## config.mk

```make
export PLATFORM = sky130hd
export DESIGN_NAME = timing_wheel_scheduler_core
export DESIGN_NICKNAME = d
export VERILOG_FILES = /design/src/rtl/tws_pkg.sv /design/src/rtl/timing_wheel_scheduler_core.sv /design/src/rtl/tws_front.sv /design/src/rtl/tws_queue.sv /design/src/rtl/tws_back.sv
export SDC_FILE = /design/constraint.sdc
export NUM_CORES = 2
export LEC_CHECK = 0
export BUFFER_PORTS_ARGS = -buffer_cell sky130_fd_sc_hd__buf_2
export CAP_MARGIN = 15
export CORE_ASPECT_RATIO = 0.8
export CORE_MARGIN = 1
export CORE_UTILIZATION = 40
export DETAILED_ROUTE_END_ITERATION = 10
export PLACE_DENSITY = 0.61
export SLEW_MARGIN = 10
export SYNTH_ARGS = -nofsm -noshare
export SYNTH_HDL_FRONTEND = slang
export SYNTH_SLANG_ARGS = --single-unit
export TNS_END_PERCENT = 20
```

## constraint.sdc

```tcl
create_clock -name i_clk -period 8.7 [get_ports i_clk]
set_input_delay 0.435 -clock i_clk [delete_from_list [all_inputs] [get_ports i_clk]]
set_output_delay 0.435 -clock i_clk [all_outputs]
set_load 0.01 [all_outputs]
```

## src/rtl/tws_pkg.sv

```systemverilog
// shared constants, types and codes for the timing wheel scheduler
`default_nettype none
package tws_pkg;
    localparam int SLOTS    = 64;   // power of two
    localparam int TICK_DIV = 1;    // power of two
    localparam int TIMERS   = 32;

    localparam int SLOT_W  = $clog2(SLOTS);
    localparam int TICK_SH = $clog2(TICK_DIV);
    localparam int IDX_W   = $clog2(TIMERS);
    localparam int PTR_W   = $clog2(TIMERS + 1);
    localparam int TIME_W  = 20;
    localparam int ID_W    = 5;
    localparam int TAG_W   = 16;
    localparam int ROT_W   = 13;
    localparam int ACT_W   = 2;
    localparam int KIND_W  = 3;

    localparam logic [PTR_W-1:0] NONE    = PTR_W'(TIMERS);
    localparam logic [ROT_W-1:0] ROT_MAX = {ROT_W{1'b1}};

    typedef enum logic [ACT_W-1:0] {
        ACT_ADD  = 2'd0,
        ACT_DEL  = 2'd1,
        ACT_TICK = 2'd2,
        ACT_NOP  = 2'd3
    } t_action;

    typedef enum logic [KIND_W-1:0] {
        KIND_ADDED    = 3'd0,
        KIND_ADD_NEG  = 3'd1,
        KIND_ADD_FULL = 3'd2,
        KIND_DELETED  = 3'd3,
        KIND_DEL_BAD  = 3'd4,
        KIND_EXPIRED  = 3'd5,
        KIND_TICKED   = 3'd6
    } t_kind;

    typedef enum logic [1:0] {
        OP_ADD,
        OP_NEG,
        OP_DEL,
        OP_TICK
    } t_op;

    typedef struct packed {
        t_op               op;
        logic [SLOT_W-1:0] tslot;
        logic [ROT_W-1:0]  rot;
        logic [TAG_W-1:0]  tag;
        logic [ID_W-1:0]   id;
    } t_cmd;

    typedef enum logic [3:0] {
        S_IDLE,
        S_ADD0,
        S_ADD1,
        S_ADD2,
        S_DEL0,
        S_DEL1,
        S_TICK0,
        S_TICK1,
        S_WALK,
        S_EMIT
    } t_state;
endpackage
`default_nettype wire

```

## src/rtl/timing_wheel_scheduler_core.sv

```systemverilog
// hashed timing wheel scheduler top level
// channel  direction  handshake          payload
// request  in         i_valid / o_stall  i_action i_timeout i_timer_id i_user_tag
// result   out        o_valid / i_stall  o_kind o_timer_id_res o_user_tag_res
//                                        o_slot_index o_rotation o_last
// add: states ADD0, ADD1, ADD2; delete: DEL0, DEL1; tick: TICK0, TICK1, then a walk
// over the slot list that visits each timer in it, bounded by the timer pool size
// reset is synchronous and active low; slot heads read as empty after it at once
// a two-entry queue lets requests be taken while the engine is busy
// a stalled result holds the engine in its emitting step
`default_nettype none
module timing_wheel_scheduler_core (
    input  wire logic                              i_clk,
    input  wire logic                              i_rst_n,
    input  wire logic                              i_valid,
    output logic                                   o_stall,
    input  wire logic [tws_pkg::ACT_W-1:0]         i_action,
    input  wire logic signed [tws_pkg::TIME_W-1:0] i_timeout,
    input  wire logic [tws_pkg::ID_W-1:0]          i_timer_id,
    input  wire logic [tws_pkg::TAG_W-1:0]         i_user_tag,
    output logic                                   o_valid,
    input  wire logic                              i_stall,
    output logic [tws_pkg::KIND_W-1:0]             o_kind,
    output logic [tws_pkg::ID_W-1:0]               o_timer_id_res,
    output logic [tws_pkg::TAG_W-1:0]              o_user_tag_res,
    output logic [tws_pkg::SLOT_W-1:0]             o_slot_index,
    output logic [tws_pkg::ROT_W-1:0]              o_rotation,
    output logic                                   o_last
);
    import tws_pkg::*;

    logic q_full, push, pop, q_valid;
    t_cmd f_cmd, q_cmd;

    tws_front u_front (
        .i_valid    (i_valid),
        .i_action   (i_action),
        .i_timeout  (i_timeout),
        .i_timer_id (i_timer_id),
        .i_user_tag (i_user_tag),
        .i_q_full   (q_full),
        .o_stall    (o_stall),
        .o_push     (push),
        .o_cmd      (f_cmd)
    );

    tws_queue u_queue (
        .i_clk   (i_clk),
        .i_rst_n (i_rst_n),
        .i_push  (push),
        .i_cmd   (f_cmd),
        .o_full  (q_full),
        .i_pop   (pop),
        .o_valid (q_valid),
        .o_cmd   (q_cmd)
    );

    tws_back u_back (
        .i_clk          (i_clk),
        .i_rst_n        (i_rst_n),
        .i_q_valid      (q_valid),
        .i_cmd          (q_cmd),
        .o_pop          (pop),
        .o_valid        (o_valid),
        .i_stall        (i_stall),
        .o_kind         (o_kind),
        .o_timer_id_res (o_timer_id_res),
        .o_user_tag_res (o_user_tag_res),
        .o_slot_index   (o_slot_index),
        .o_rotation     (o_rotation),
        .o_last         (o_last)
    );
endmodule
`default_nettype wire

```

## src/rtl/tws_front.sv

```systemverilog
// front end: classifies requests and turns a timeout into slot offset and rotation
`default_nettype none
module tws_front (
    input  wire logic                      i_valid,
    input  wire logic [tws_pkg::ACT_W-1:0] i_action,
    input  wire logic signed [tws_pkg::TIME_W-1:0] i_timeout,
    input  wire logic [tws_pkg::ID_W-1:0]  i_timer_id,
    input  wire logic [tws_pkg::TAG_W-1:0] i_user_tag,
    input  wire logic                      i_q_full,
    output logic                           o_stall,
    output logic                           o_push,
    output tws_pkg::t_cmd                  o_cmd
);
    import tws_pkg::*;

    localparam int SH_W = TIME_W - TICK_SH - SLOT_W;

    logic [TIME_W-1:0] ticks;
    logic [SH_W-1:0]   rot_full;
    t_action           act;

    assign act = t_action'(i_action);

    always_comb begin
        if (i_timeout == '0) begin
            ticks = TIME_W'(1);
        end else begin
            ticks = TIME_W'($unsigned(i_timeout) >> TICK_SH);
        end
        rot_full = ticks[TIME_W-1-TICK_SH:SLOT_W];
    end

    always_comb begin
        o_cmd.tslot = ticks[SLOT_W-1:0];
        if (32'(rot_full) > 32'(ROT_MAX)) begin
            o_cmd.rot = ROT_MAX;
        end else begin
            o_cmd.rot = ROT_W'(rot_full);
        end
        o_cmd.tag = i_user_tag;
        o_cmd.id  = i_timer_id;
        case (act)
            ACT_ADD:  o_cmd.op = i_timeout[TIME_W-1] ? OP_NEG : OP_ADD;
            ACT_DEL:  o_cmd.op = OP_DEL;
            default:  o_cmd.op = OP_TICK;
        endcase
    end

    assign o_stall = i_q_full;
    // unused action code makes no item for the back end
    assign o_push  = i_valid && !i_q_full && (act != ACT_NOP);
endmodule
`default_nettype wire

```

## src/rtl/tws_queue.sv

```systemverilog
// two-entry command queue between front and back end
`default_nettype none
module tws_queue (
    input  wire logic          i_clk,
    input  wire logic          i_rst_n,
    input  wire logic          i_push,
    input  wire tws_pkg::t_cmd i_cmd,
    output logic               o_full,
    input  wire logic          i_pop,
    output logic               o_valid,
    output tws_pkg::t_cmd      o_cmd
);
    import tws_pkg::*;

    t_cmd       r_mem [2];
    logic       r_wp, r_rp;
    logic [1:0] r_cnt;

    assign o_full  = (r_cnt == 2'd2);
    assign o_valid = (r_cnt != 2'd0);
    assign o_cmd   = r_mem[r_rp];

    always_ff @(posedge i_clk) begin
        if (!i_rst_n) begin
            r_wp  <= 1'b0;
            r_rp  <= 1'b0;
            r_cnt <= 2'd0;
        end else begin
            if (i_push) r_wp <= !r_wp;
            if (i_pop)  r_rp <= !r_rp;
            case ({i_push, i_pop})
                2'b10:   r_cnt <= r_cnt + 2'd1;
                2'b01:   r_cnt <= r_cnt - 2'd1;
                default: r_cnt <= r_cnt;
            endcase
        end
    end

    always_ff @(posedge i_clk) begin
        if (i_push) r_mem[r_wp] <= i_cmd;
    end
endmodule
`default_nettype wire

```

## src/rtl/tws_back.sv

```systemverilog
// back end: timer pool, slot heads, list maintenance and result register
`default_nettype none
module tws_back (
    input  wire logic                       i_clk,
    input  wire logic                       i_rst_n,
    input  wire logic                       i_q_valid,
    input  wire tws_pkg::t_cmd              i_cmd,
    output logic                            o_pop,
    output logic                            o_valid,
    input  wire logic                       i_stall,
    output logic [tws_pkg::KIND_W-1:0]      o_kind,
    output logic [tws_pkg::ID_W-1:0]        o_timer_id_res,
    output logic [tws_pkg::TAG_W-1:0]       o_user_tag_res,
    output logic [tws_pkg::SLOT_W-1:0]      o_slot_index,
    output logic [tws_pkg::ROT_W-1:0]       o_rotation,
    output logic                            o_last
);
    import tws_pkg::*;

    // timer pool
    logic              r_valid [TIMERS];
    logic [ROT_W-1:0]  r_rot   [TIMERS];
    logic [SLOT_W-1:0] r_eslot [TIMERS];
    logic [TAG_W-1:0]  r_tag   [TIMERS];
    logic [PTR_W-1:0]  r_next  [TIMERS];
    logic [PTR_W-1:0]  r_prev  [TIMERS];

    // slot heads: memory plus per-slot written bits
    logic [PTR_W-1:0]  r_hmem [SLOTS];
    logic              r_hv   [SLOTS];
    logic [PTR_W-1:0]  r_hq;
    logic              r_hqv;

    t_state            r_state, n_state;
    t_cmd              r_cmd;
    logic [SLOT_W-1:0] r_cur, r_slot;
    logic [IDX_W-1:0]  r_id;
    logic [PTR_W-1:0]  r_nx, r_pv, r_hd, r_walk, r_thead, r_steps;
    t_kind             r_ekind;
    logic [ID_W-1:0]   r_eid;

    logic              r_ov, r_olast;
    t_kind             r_okind;
    logic [ID_W-1:0]   r_oid;
    logic [TAG_W-1:0]  r_otag;
    logic [SLOT_W-1:0] r_oslot;
    logic [ROT_W-1:0]  r_orot;

    logic              out_free, free_found, del_bad, walk_live;
    logic [IDX_W-1:0]  free_id, rd_idx, walk_idx;
    logic [PTR_W-1:0]  head, e_next, e_prev;
    logic [ROT_W-1:0]  e_rot;
    logic [TAG_W-1:0]  e_tag;
    logic [SLOT_W-1:0] e_slot;

    // datapath controls
    logic              emit;
    t_kind             em_kind;
    logic [ID_W-1:0]   em_id;
    logic [TAG_W-1:0]  em_tag;
    logic [SLOT_W-1:0] em_slot;
    logic [ROT_W-1:0]  em_rot;
    logic              em_last;
    logic              hm_re, hm_we;
    logic [SLOT_W-1:0] hm_ra, hm_wa;
    logic [PTR_W-1:0]  hm_wd;
    logic              add_we, clr_we, rot_we, nxt_we, prv_we;
    logic [IDX_W-1:0]  add_a, clr_a, rot_a, nxt_a, prv_a;
    logic [ROT_W-1:0]  rot_d;
    logic [PTR_W-1:0]  nxt_d, prv_d;
    logic              walk_adv;

    assign out_free = !r_ov || !i_stall;
    assign head     = r_hqv ? r_hq : NONE;
    assign walk_idx = r_walk[IDX_W-1:0];
    assign rd_idx   = (r_state == S_WALK) ? walk_idx : r_cmd.id[IDX_W-1:0];
    assign e_next   = r_next[rd_idx];
    assign e_prev   = r_prev[rd_idx];
    assign e_rot    = r_rot[rd_idx];
    assign e_tag    = r_tag[rd_idx];
    assign e_slot   = r_eslot[rd_idx];
    assign del_bad  = (PTR_W'(r_cmd.id) >= NONE) || !r_valid[rd_idx];
    assign walk_live = (r_walk < NONE) && r_valid[walk_idx] && (r_steps < NONE);
    assign o_pop    = (r_state == S_IDLE) && i_q_valid;

    // lowest free entry
    always_comb begin
        free_found = 1'b0;
        free_id    = '0;
        for (int i = TIMERS - 1; i >= 0; i--) begin
            if (!r_valid[i]) begin
                free_found = 1'b1;
                free_id    = IDX_W'(i);
            end
        end
    end

    // next state
    always_comb begin
        n_state = r_state;
        case (r_state)
            S_IDLE: begin
                if (i_q_valid) begin
                    case (i_cmd.op)
                        OP_ADD:  n_state = S_ADD0;
                        OP_NEG:  n_state = S_EMIT;
                        OP_DEL:  n_state = S_DEL0;
                        default: n_state = S_TICK0;
                    endcase
                end
            end
            S_ADD0:  n_state = free_found ? S_ADD1 : S_EMIT;
            S_ADD1:  n_state = S_ADD2;
            S_ADD2:  n_state = out_free ? S_IDLE : S_ADD2;
            S_DEL0:  n_state = del_bad ? S_EMIT : S_DEL1;
            S_DEL1:  n_state = out_free ? S_IDLE : S_DEL1;
            S_TICK0: n_state = S_TICK1;
            S_TICK1: n_state = S_WALK;
            S_WALK:  n_state = (!walk_live && out_free) ? S_IDLE : S_WALK;
            S_EMIT:  n_state = out_free ? S_IDLE : S_EMIT;
            default: n_state = S_IDLE;
        endcase
    end

    // datapath actions
    always_comb begin
        emit = 1'b0; em_kind = KIND_TICKED; em_id = '0; em_tag = '0;
        em_slot = '0; em_rot = '0; em_last = 1'b1;
        hm_re = 1'b0; hm_ra = '0; hm_we = 1'b0; hm_wa = '0; hm_wd = '0;
        add_we = 1'b0; add_a = r_id;
        clr_we = 1'b0; clr_a = rd_idx;
        rot_we = 1'b0; rot_a = walk_idx; rot_d = e_rot - ROT_W'(1);
        nxt_we = 1'b0; nxt_a = '0; nxt_d = '0;
        prv_we = 1'b0; prv_a = '0; prv_d = '0;
        walk_adv = 1'b0;
        case (r_state)
            S_ADD0: begin
                hm_re = 1'b1;
                hm_ra = r_cur + r_cmd.tslot;
            end
            S_ADD1: begin
                add_we = 1'b1;
                hm_we  = 1'b1;
                hm_wa  = r_slot;
                hm_wd  = PTR_W'(r_id);
            end
            S_ADD2: begin
                if (out_free) begin
                    emit    = 1'b1;
                    em_kind = KIND_ADDED;
                    em_id   = ID_W'(r_id);
                    em_slot = r_slot;
                    em_rot  = r_cmd.rot;
                    if (r_hd < NONE) begin
                        prv_we = 1'b1;
                        prv_a  = r_hd[IDX_W-1:0];
                        prv_d  = PTR_W'(r_id);
                    end
                end
            end
            S_DEL0: begin
                hm_re = 1'b1;
                hm_ra = e_slot;
            end
            S_DEL1: begin
                if (out_free) begin
                    emit    = 1'b1;
                    em_kind = KIND_DELETED;
                    em_id   = r_cmd.id;
                    clr_we  = 1'b1;
                    clr_a   = r_id;
                    if (head == PTR_W'(r_id)) begin
                        hm_we = 1'b1; hm_wa = r_slot; hm_wd = r_nx;
                    end else if (r_pv < NONE) begin
                        nxt_we = 1'b1; nxt_a = r_pv[IDX_W-1:0]; nxt_d = r_nx;
                    end
                    if (r_nx < NONE) begin
                        prv_we = 1'b1; prv_a = r_nx[IDX_W-1:0]; prv_d = r_pv;
                    end
                end
            end
            S_TICK0: begin
                hm_re = 1'b1;
                hm_ra = r_cur;
            end
            S_WALK: begin
                if (walk_live) begin
                    if (e_rot != '0) begin
                        rot_we   = 1'b1;
                        walk_adv = 1'b1;
                    end else if (out_free) begin
                        // expire and unlink in the same cycle
                        emit     = 1'b1;
                        em_kind  = KIND_EXPIRED;
                        em_id    = ID_W'(walk_idx);
                        em_tag   = e_tag;
                        em_slot  = r_cur;
                        em_last  = 1'b0;
                        walk_adv = 1'b1;
                        clr_we   = 1'b1;
                        if (r_thead == r_walk) begin
                            hm_we = 1'b1; hm_wa = r_cur; hm_wd = e_next;
                        end else if (e_prev < NONE) begin
                            nxt_we = 1'b1; nxt_a = e_prev[IDX_W-1:0]; nxt_d = e_next;
                        end
                        if (e_next < NONE) begin
                            prv_we = 1'b1; prv_a = e_next[IDX_W-1:0]; prv_d = e_prev;
                        end
                    end
                end else if (out_free) begin
                    emit    = 1'b1;
                    em_kind = KIND_TICKED;
                    em_slot = r_cur;
                end
            end
            S_EMIT: begin
                if (out_free) begin
                    emit    = 1'b1;
                    em_kind = r_ekind;
                    em_id   = r_eid;
                end
            end
            default: ;
        endcase
    end

    // control registers
    always_ff @(posedge i_clk) begin
        if (!i_rst_n) begin
            r_state <= S_IDLE;
            r_cur   <= '0;
            r_ov    <= 1'b0;
            for (int i = 0; i < TIMERS; i++) r_valid[i] <= 1'b0;
            for (int s = 0; s < SLOTS; s++) r_hv[s] <= 1'b0;
        end else begin
            r_state <= n_state;
            if (emit) begin
                r_ov <= 1'b1;
            end else if (!i_stall) begin
                r_ov <= 1'b0;
            end
            if (add_we) r_valid[add_a] <= 1'b1;
            if (clr_we) r_valid[clr_a] <= 1'b0;
            if (hm_we)  r_hv[hm_wa] <= 1'b1;
            if (r_state == S_WALK && !walk_live && out_free) begin
                r_cur <= (r_cur == SLOT_W'(SLOTS - 1)) ? '0 : r_cur + SLOT_W'(1);
            end
        end
    end

    // payload registers
    always_ff @(posedge i_clk) begin
        if (o_pop) r_cmd <= i_cmd;
        if (r_state == S_IDLE && i_q_valid) begin
            r_ekind <= KIND_ADD_NEG;
            r_eid   <= '0;
        end
        if (r_state == S_ADD0) begin
            r_id    <= free_id;
            r_slot  <= hm_ra;
            r_ekind <= KIND_ADD_FULL;
        end
        if (r_state == S_ADD1) r_hd <= head;
        if (r_state == S_DEL0) begin
            r_id    <= rd_idx;
            r_slot  <= e_slot;
            r_nx    <= e_next;
            r_pv    <= e_prev;
            r_ekind <= KIND_DEL_BAD;
            r_eid   <= r_cmd.id;
        end
        if (r_state == S_TICK1) begin
            r_walk  <= head;
            r_thead <= head;
            r_steps <= '0;
        end
        if (walk_adv) begin
            r_walk  <= e_next;
            r_steps <= r_steps + PTR_W'(1);
            if (r_thead == r_walk && e_rot == '0) r_thead <= e_next;
        end
        if (add_we) begin
            r_rot[add_a]   <= r_cmd.rot;
            r_eslot[add_a] <= r_slot;
            r_tag[add_a]   <= r_cmd.tag;
            r_next[add_a]  <= head;
        end
        if (rot_we) r_rot[rot_a] <= rot_d;
        if (nxt_we) r_next[nxt_a] <= nxt_d;
        if (add_we) begin
            r_prev[add_a] <= NONE;
        end else if (prv_we) begin
            r_prev[prv_a] <= prv_d;
        end
        if (emit) begin
            r_okind <= em_kind;
            r_oid   <= em_id;
            r_otag  <= em_tag;
            r_oslot <= em_slot;
            r_orot  <= em_rot;
            r_olast <= em_last;
        end
    end

    // slot head memory
    always_ff @(posedge i_clk) begin
        if (hm_we) r_hmem[hm_wa] <= hm_wd;
        if (hm_re) begin
            r_hq  <= r_hmem[hm_ra];
            r_hqv <= r_hv[hm_ra];
        end
    end

    assign o_valid        = r_ov;
    assign o_kind         = r_okind;
    assign o_timer_id_res = r_oid;
    assign o_user_tag_res = r_otag;
    assign o_slot_index   = r_oslot;
    assign o_rotation     = r_orot;
    assign o_last         = r_olast;

`ifndef SYNTHESIS
    a_walk_bound: assert property (@(posedge i_clk) disable iff (!i_rst_n)
        (r_state == S_WALK) |-> (r_steps <= NONE))
        else $error("tick walk ran past the pool size");
    a_single_last: assert property (@(posedge i_clk) disable iff (!i_rst_n)
        (emit && em_kind != KIND_EXPIRED) |-> em_last)
        else $error("single result without last flag");
    a_expire_not_last: assert property (@(posedge i_clk) disable iff (!i_rst_n)
        (emit && em_kind == KIND_EXPIRED) |-> (r_state == S_WALK && !em_last))
        else $error("expiry outside a tick walk");
    a_idle_hold: assert property (@(posedge i_clk) disable iff (!i_rst_n)
        (r_state == S_IDLE && !i_q_valid) |=> (r_state == S_IDLE))
        else $error("engine left idle without a command");
`endif
endmodule
`default_nettype wire

```

==> results.sh <==
export IMPL_outcome="finished, final reports clean"
export IMPL_stdcell_area_sq_um=105000
export IMPL_syn_area_sq_um=92600
export IMPL_h_tree_depth=4
export IMPL_synth_main_ff_cell="edfxtp_1"
export IMPL_drc_errors=0
export IMPL_startpoint_type="register"
export IMPL_slew_headroom=0.163
export IMPL_start_util=0.403
export IMPL_dr_pass1_iters=8
export IMPL_dieArea_sq_um=233000
export IMPL_setup_viol=0
export IMPL_clk_pin_slew_worst_paths_ns=0.06
export IMPL_root_buffer="clkbuf_16"
export IMPL_p_comb_frac=0.330
export IMPL_yosys_warnings=0
export IMPL_yosys_area_share_simple=0.148
export IMPL_min_period_ns=7.69
export IMPL_crit_slowest_cell="or4b_2"
export IMPL_placed_cell_area_sq_um=97200
export IMPL_dr_total_vias=62100
export IMPL_grt_max_degree=162
export IMPL_post_cts_buffers=0
export IMPL_post_place_cells=9955
export IMPL_skew_ns=0.0910
export IMPL_postRouteAntennaNets=0
export IMPL_avgSynthCellArea_sq_um=13.0
export IMPL_cp_end_kind="register"
export IMPL_dieHeight_um=432
export IMPL_period_share=0.884
export IMPL_gp_congestion=0.933
export IMPL_synth_seq_cells=2235
export IMPL_rows=157
export IMPL_max_stage_delay_ns=1.10
export IMPL_cap_violations=0
export IMPL_power_per_cell_area_nw_per_um2=329
export IMPL_drive_above_1_share=0.120
export IMPL_numPortBuffers=92
export IMPL_clock_fmax_ghz=0.130
export IMPL_wl_um=270000
export IMPL_dpl_hpwl_um=161000
export IMPL_swShare=0.376
export IMPL_wl_per_cell_um=26.0
export IMPL_crit_required_ns=9.18
export IMPL_synth_top_family_by_area="simple AND/OR/NAND/NOR gates"
export IMPL_internal_power_mw=21.5
export IMPL_grt_total_usage=0.225
export IMPL_crit_top_cell="buf_4"
export IMPL_cp_max_fo=25
export IMPL_antenna_found_initial=6
export IMPL_setup_tns_ns=0
export IMPL_dp_slack_ns=1.21
export IMPL_clkLatencyLatePin_ns=0.89
export IMPL_drtIter0Drc=8724
export IMPL_synth_top_area_frac=0.684
export IMPL_ys_async_sr_fraction=0
export IMPL_post_synth_top_count_cell="edfxtp_1"
export IMPL_crit_chain="or4b_2, mux2i_4, buf_4, buf_4, nor2_2, a32oi_1, a21oi_1, nor2_1, a211oi_1, buf_4, nand4_1, o21ai_1, nand2_1, nor2_1"
export IMPL_rsz0062_at_grt="false"
export IMPL_die_w_um=540
export IMPL_hold_viol=0
export IMPL_p_clk_frac=0.268
export IMPL_min_from="i_stall"
export IMPL_ff2ff_path_depth=14
export IMPL_syn_inst=7109
export IMPL_synth_area_leaders="edfxtp_1 68%, nand2_1 6.7%, nand3_1 3.9%"
export IMPL_grt_pass1_wl_um=392000
export IMPL_tightest_slew_ns=1.24
export IMPL_synth_cell_types=99
export IMPL_cts_sinks=2235
export IMPL_hp_class="in -> reg"
export IMPL_gr_total_overflow=0
export IMPL_synthTopCellsByCount="2109 x edfxtp_1, 1642 x nand2_1, 730 x nand3_1, 284 x clkbuf_1, 226 x mux2i_1"
export IMPL_syn_to_final_growth_pct=13.1
export IMPL_power_frac_seq=0.402
export IMPL_core_area_sq_um=229000
export IMPL_io_pins=93
export IMPL_vias_per_cell=5.97
export IMPL_cts_made_buffers=217
export IMPL_r2r_end="u_back.r_hmem[11][0]$_DFFE_PP_"
export IMPL_cts_buffer_depth=4
export IMPL_worstSetupPathType="reg -> reg"
export IMPL_power_switching_mw=12.9
export IMPL_max_vdd_ir_drop_mv=0.292
export IMPL_maxSlewViolCount=0
export IMPL_fin_cells=10400
export IMPL_crit_arrival_ns=8.18
export IMPL_synth_compound_area_share=0.0689
export IMPL_reg2reg_slack_ns=1.01
export IMPL_cts_tree="done"
export IMPL_p_leak_nw=35.2
export IMPL_p_total_mw=34.4
export IMPL_synth_seq_area_share=0.711
export IMPL_nets=7269
export IMPL_syn_nets=7166
export IMPL_synth_top_area_cell="edfxtp_1"
export IMPL_synth_edf_count=2109
export IMPL_hold_end="u_back.o_valid$_SDFFE_PN0P_"
export IMPL_worst_slack_ns=1.01
export IMPL_synthAdderAreaFrac=0.00143
export IMPL_rr_startpoint="u_back.r_state[1]$_SDFFE_PN0P_"
export IMPL_muxShareOfSynthArea=0.0426
export IMPL_synthXorXnorAreaFrac=0.00312
export IMPL_min_path_cells=3
export IMPL_first_global_vias=58200
-- registers in the layout, indices dropped and copies added, names as in the netlist, 13 cells and up, named ones only --
register               count
u_queue.r_mem             84
u_back.o_user_tag_res     16
u_back.r_cmd              40
u_back.r_rot             416
u_back.r_eslot           192
u_back.r_tag             512
u_back.r_hmem            384
u_back.r_hv               64
u_back.r_valid            32
u_back.r_prev            192
u_back.o_rotation         13
u_back.r_next            192
-- layout by cell type, fill, tap and decap left out, types with 47 or more instances in the layout --
master	synthesis	routed
nand3_1	730	730
inv_1	61	60
edfxtp_1	2109	2109
nor2_1	215	174
nand4_1	85	85
o21ai_0	133	113
and3_1	62	62
nor4_1	67	62
a2111oi_0	49	49
a311oi_1	114	114
mux2_2	69	67
mux2i_1	226	219
clkinv_1	4	55
nor3_1	105	103
a21oi_1	99	97
a211oi_1	48	47
dfxtp_1	126	125
nand2_1	1642	1642
clkbuf_16	0	223
a31oi_1	70	69
buf_2	108	91
buf_4	22	200
-- cells by family after synthesis --
kind of cell               after synthesis
xor gates and xnor gates                33
DFF                                   2235
and+or+nand+nor                       3073
buffers and inverters                  542
adders and majority gates               10
AOI/OAI and AO/OA                      880
muxes                                  336
-- worst max-delay path by stage --
stage,from,endpoint,slack (ns)
after floorplan,u_back.r_state[2]$_SDFFE_PN0P_,u_back.r_hmem[0][4]$_DFFE_PP_,1.31
after CTS,u_back.r_state[3]$_SDFFE_PN0P_,u_back.r_hmem[11][0]$_DFFE_PP_,1.19
after global routing,u_back.r_state[3]$_SDFFE_PN0P_,u_back.r_hmem[30][4]$_DFFE_PP_,0.72
final,u_back.r_state[1]$_SDFFE_PN0P_,u_back.r_hmem[11][0]$_DFFE_PP_,1.01
after detailed placement,u_back.r_state[1]$_SDFFE_PN0P_,u_back.r_hmem[11][2]$_DFFE_PP_,1.21
after global placement,u_back.r_state[3]$_SDFFE_PN0P_,u_back.r_hq[5]$_DFFE_PP_,1.30
-- layout make-up --
cell class              count  area (sq um)
fillers                 20200        125000
repair buffers            360          2760
clock buffers             268          5820
inverters                  66           250
well taps                3021          3780
diodes                      2          5.00
clock inverters           120          1000
flip-flops and latches   2235         65900
multi-input cells        4332         25300
-- repair_timing --
action / in CTS / in global routing
hold endpoints to repair: 84 / 0
resized for setup: 0 / 0
setup endpoints to repair: 0 / 0
hold buffers: 46 / 0
-- critical path, delay by kind of cell, from the launching register on --
family | cells | cell delay (ns)
multiplexers | 1 | 0.38
buffers and inverters | 3 | 0.84
AND/OR/NAND/NOR | 6 | 3.81
flip-flops | 1 | 0.48
AO/OA/AOI/OAI | 4 | 1.73
-- power groups by stage --
stage | combinational [mW] | clock [mW] | sequential, mW
after detailed placement | 11.0 | 0 | 14.1
after global placement | 10.9 | 0 | 14.0
after floorplan | 6.96 | 0 | 13.8
final | 11.3 | 9.22 | 13.8
after CTS | 11.1 | 9.31 | 13.8
after global routing | 12.1 | 9.71 | 13.9
-- per-layer routing --
layer  track usage  vias up  share of wire
li1              -    27000              -
met1         0.335    31200           0.43
met2         0.329     3417           0.43
met3        0.0504      476           0.11
met4        0.0628        6          0.028
met5             0        -        0.00018
-- through the flow --
step,util,hold WS (ns)
after floorplan,-,0.426
after global placement,0.424,0.435
after detailed placement,0.424,0.445
after CTS,0.456,0.0000503
after global routing,0.456,0.0696
final,0.456,0.0394
(Power assumes the default switching activity.)
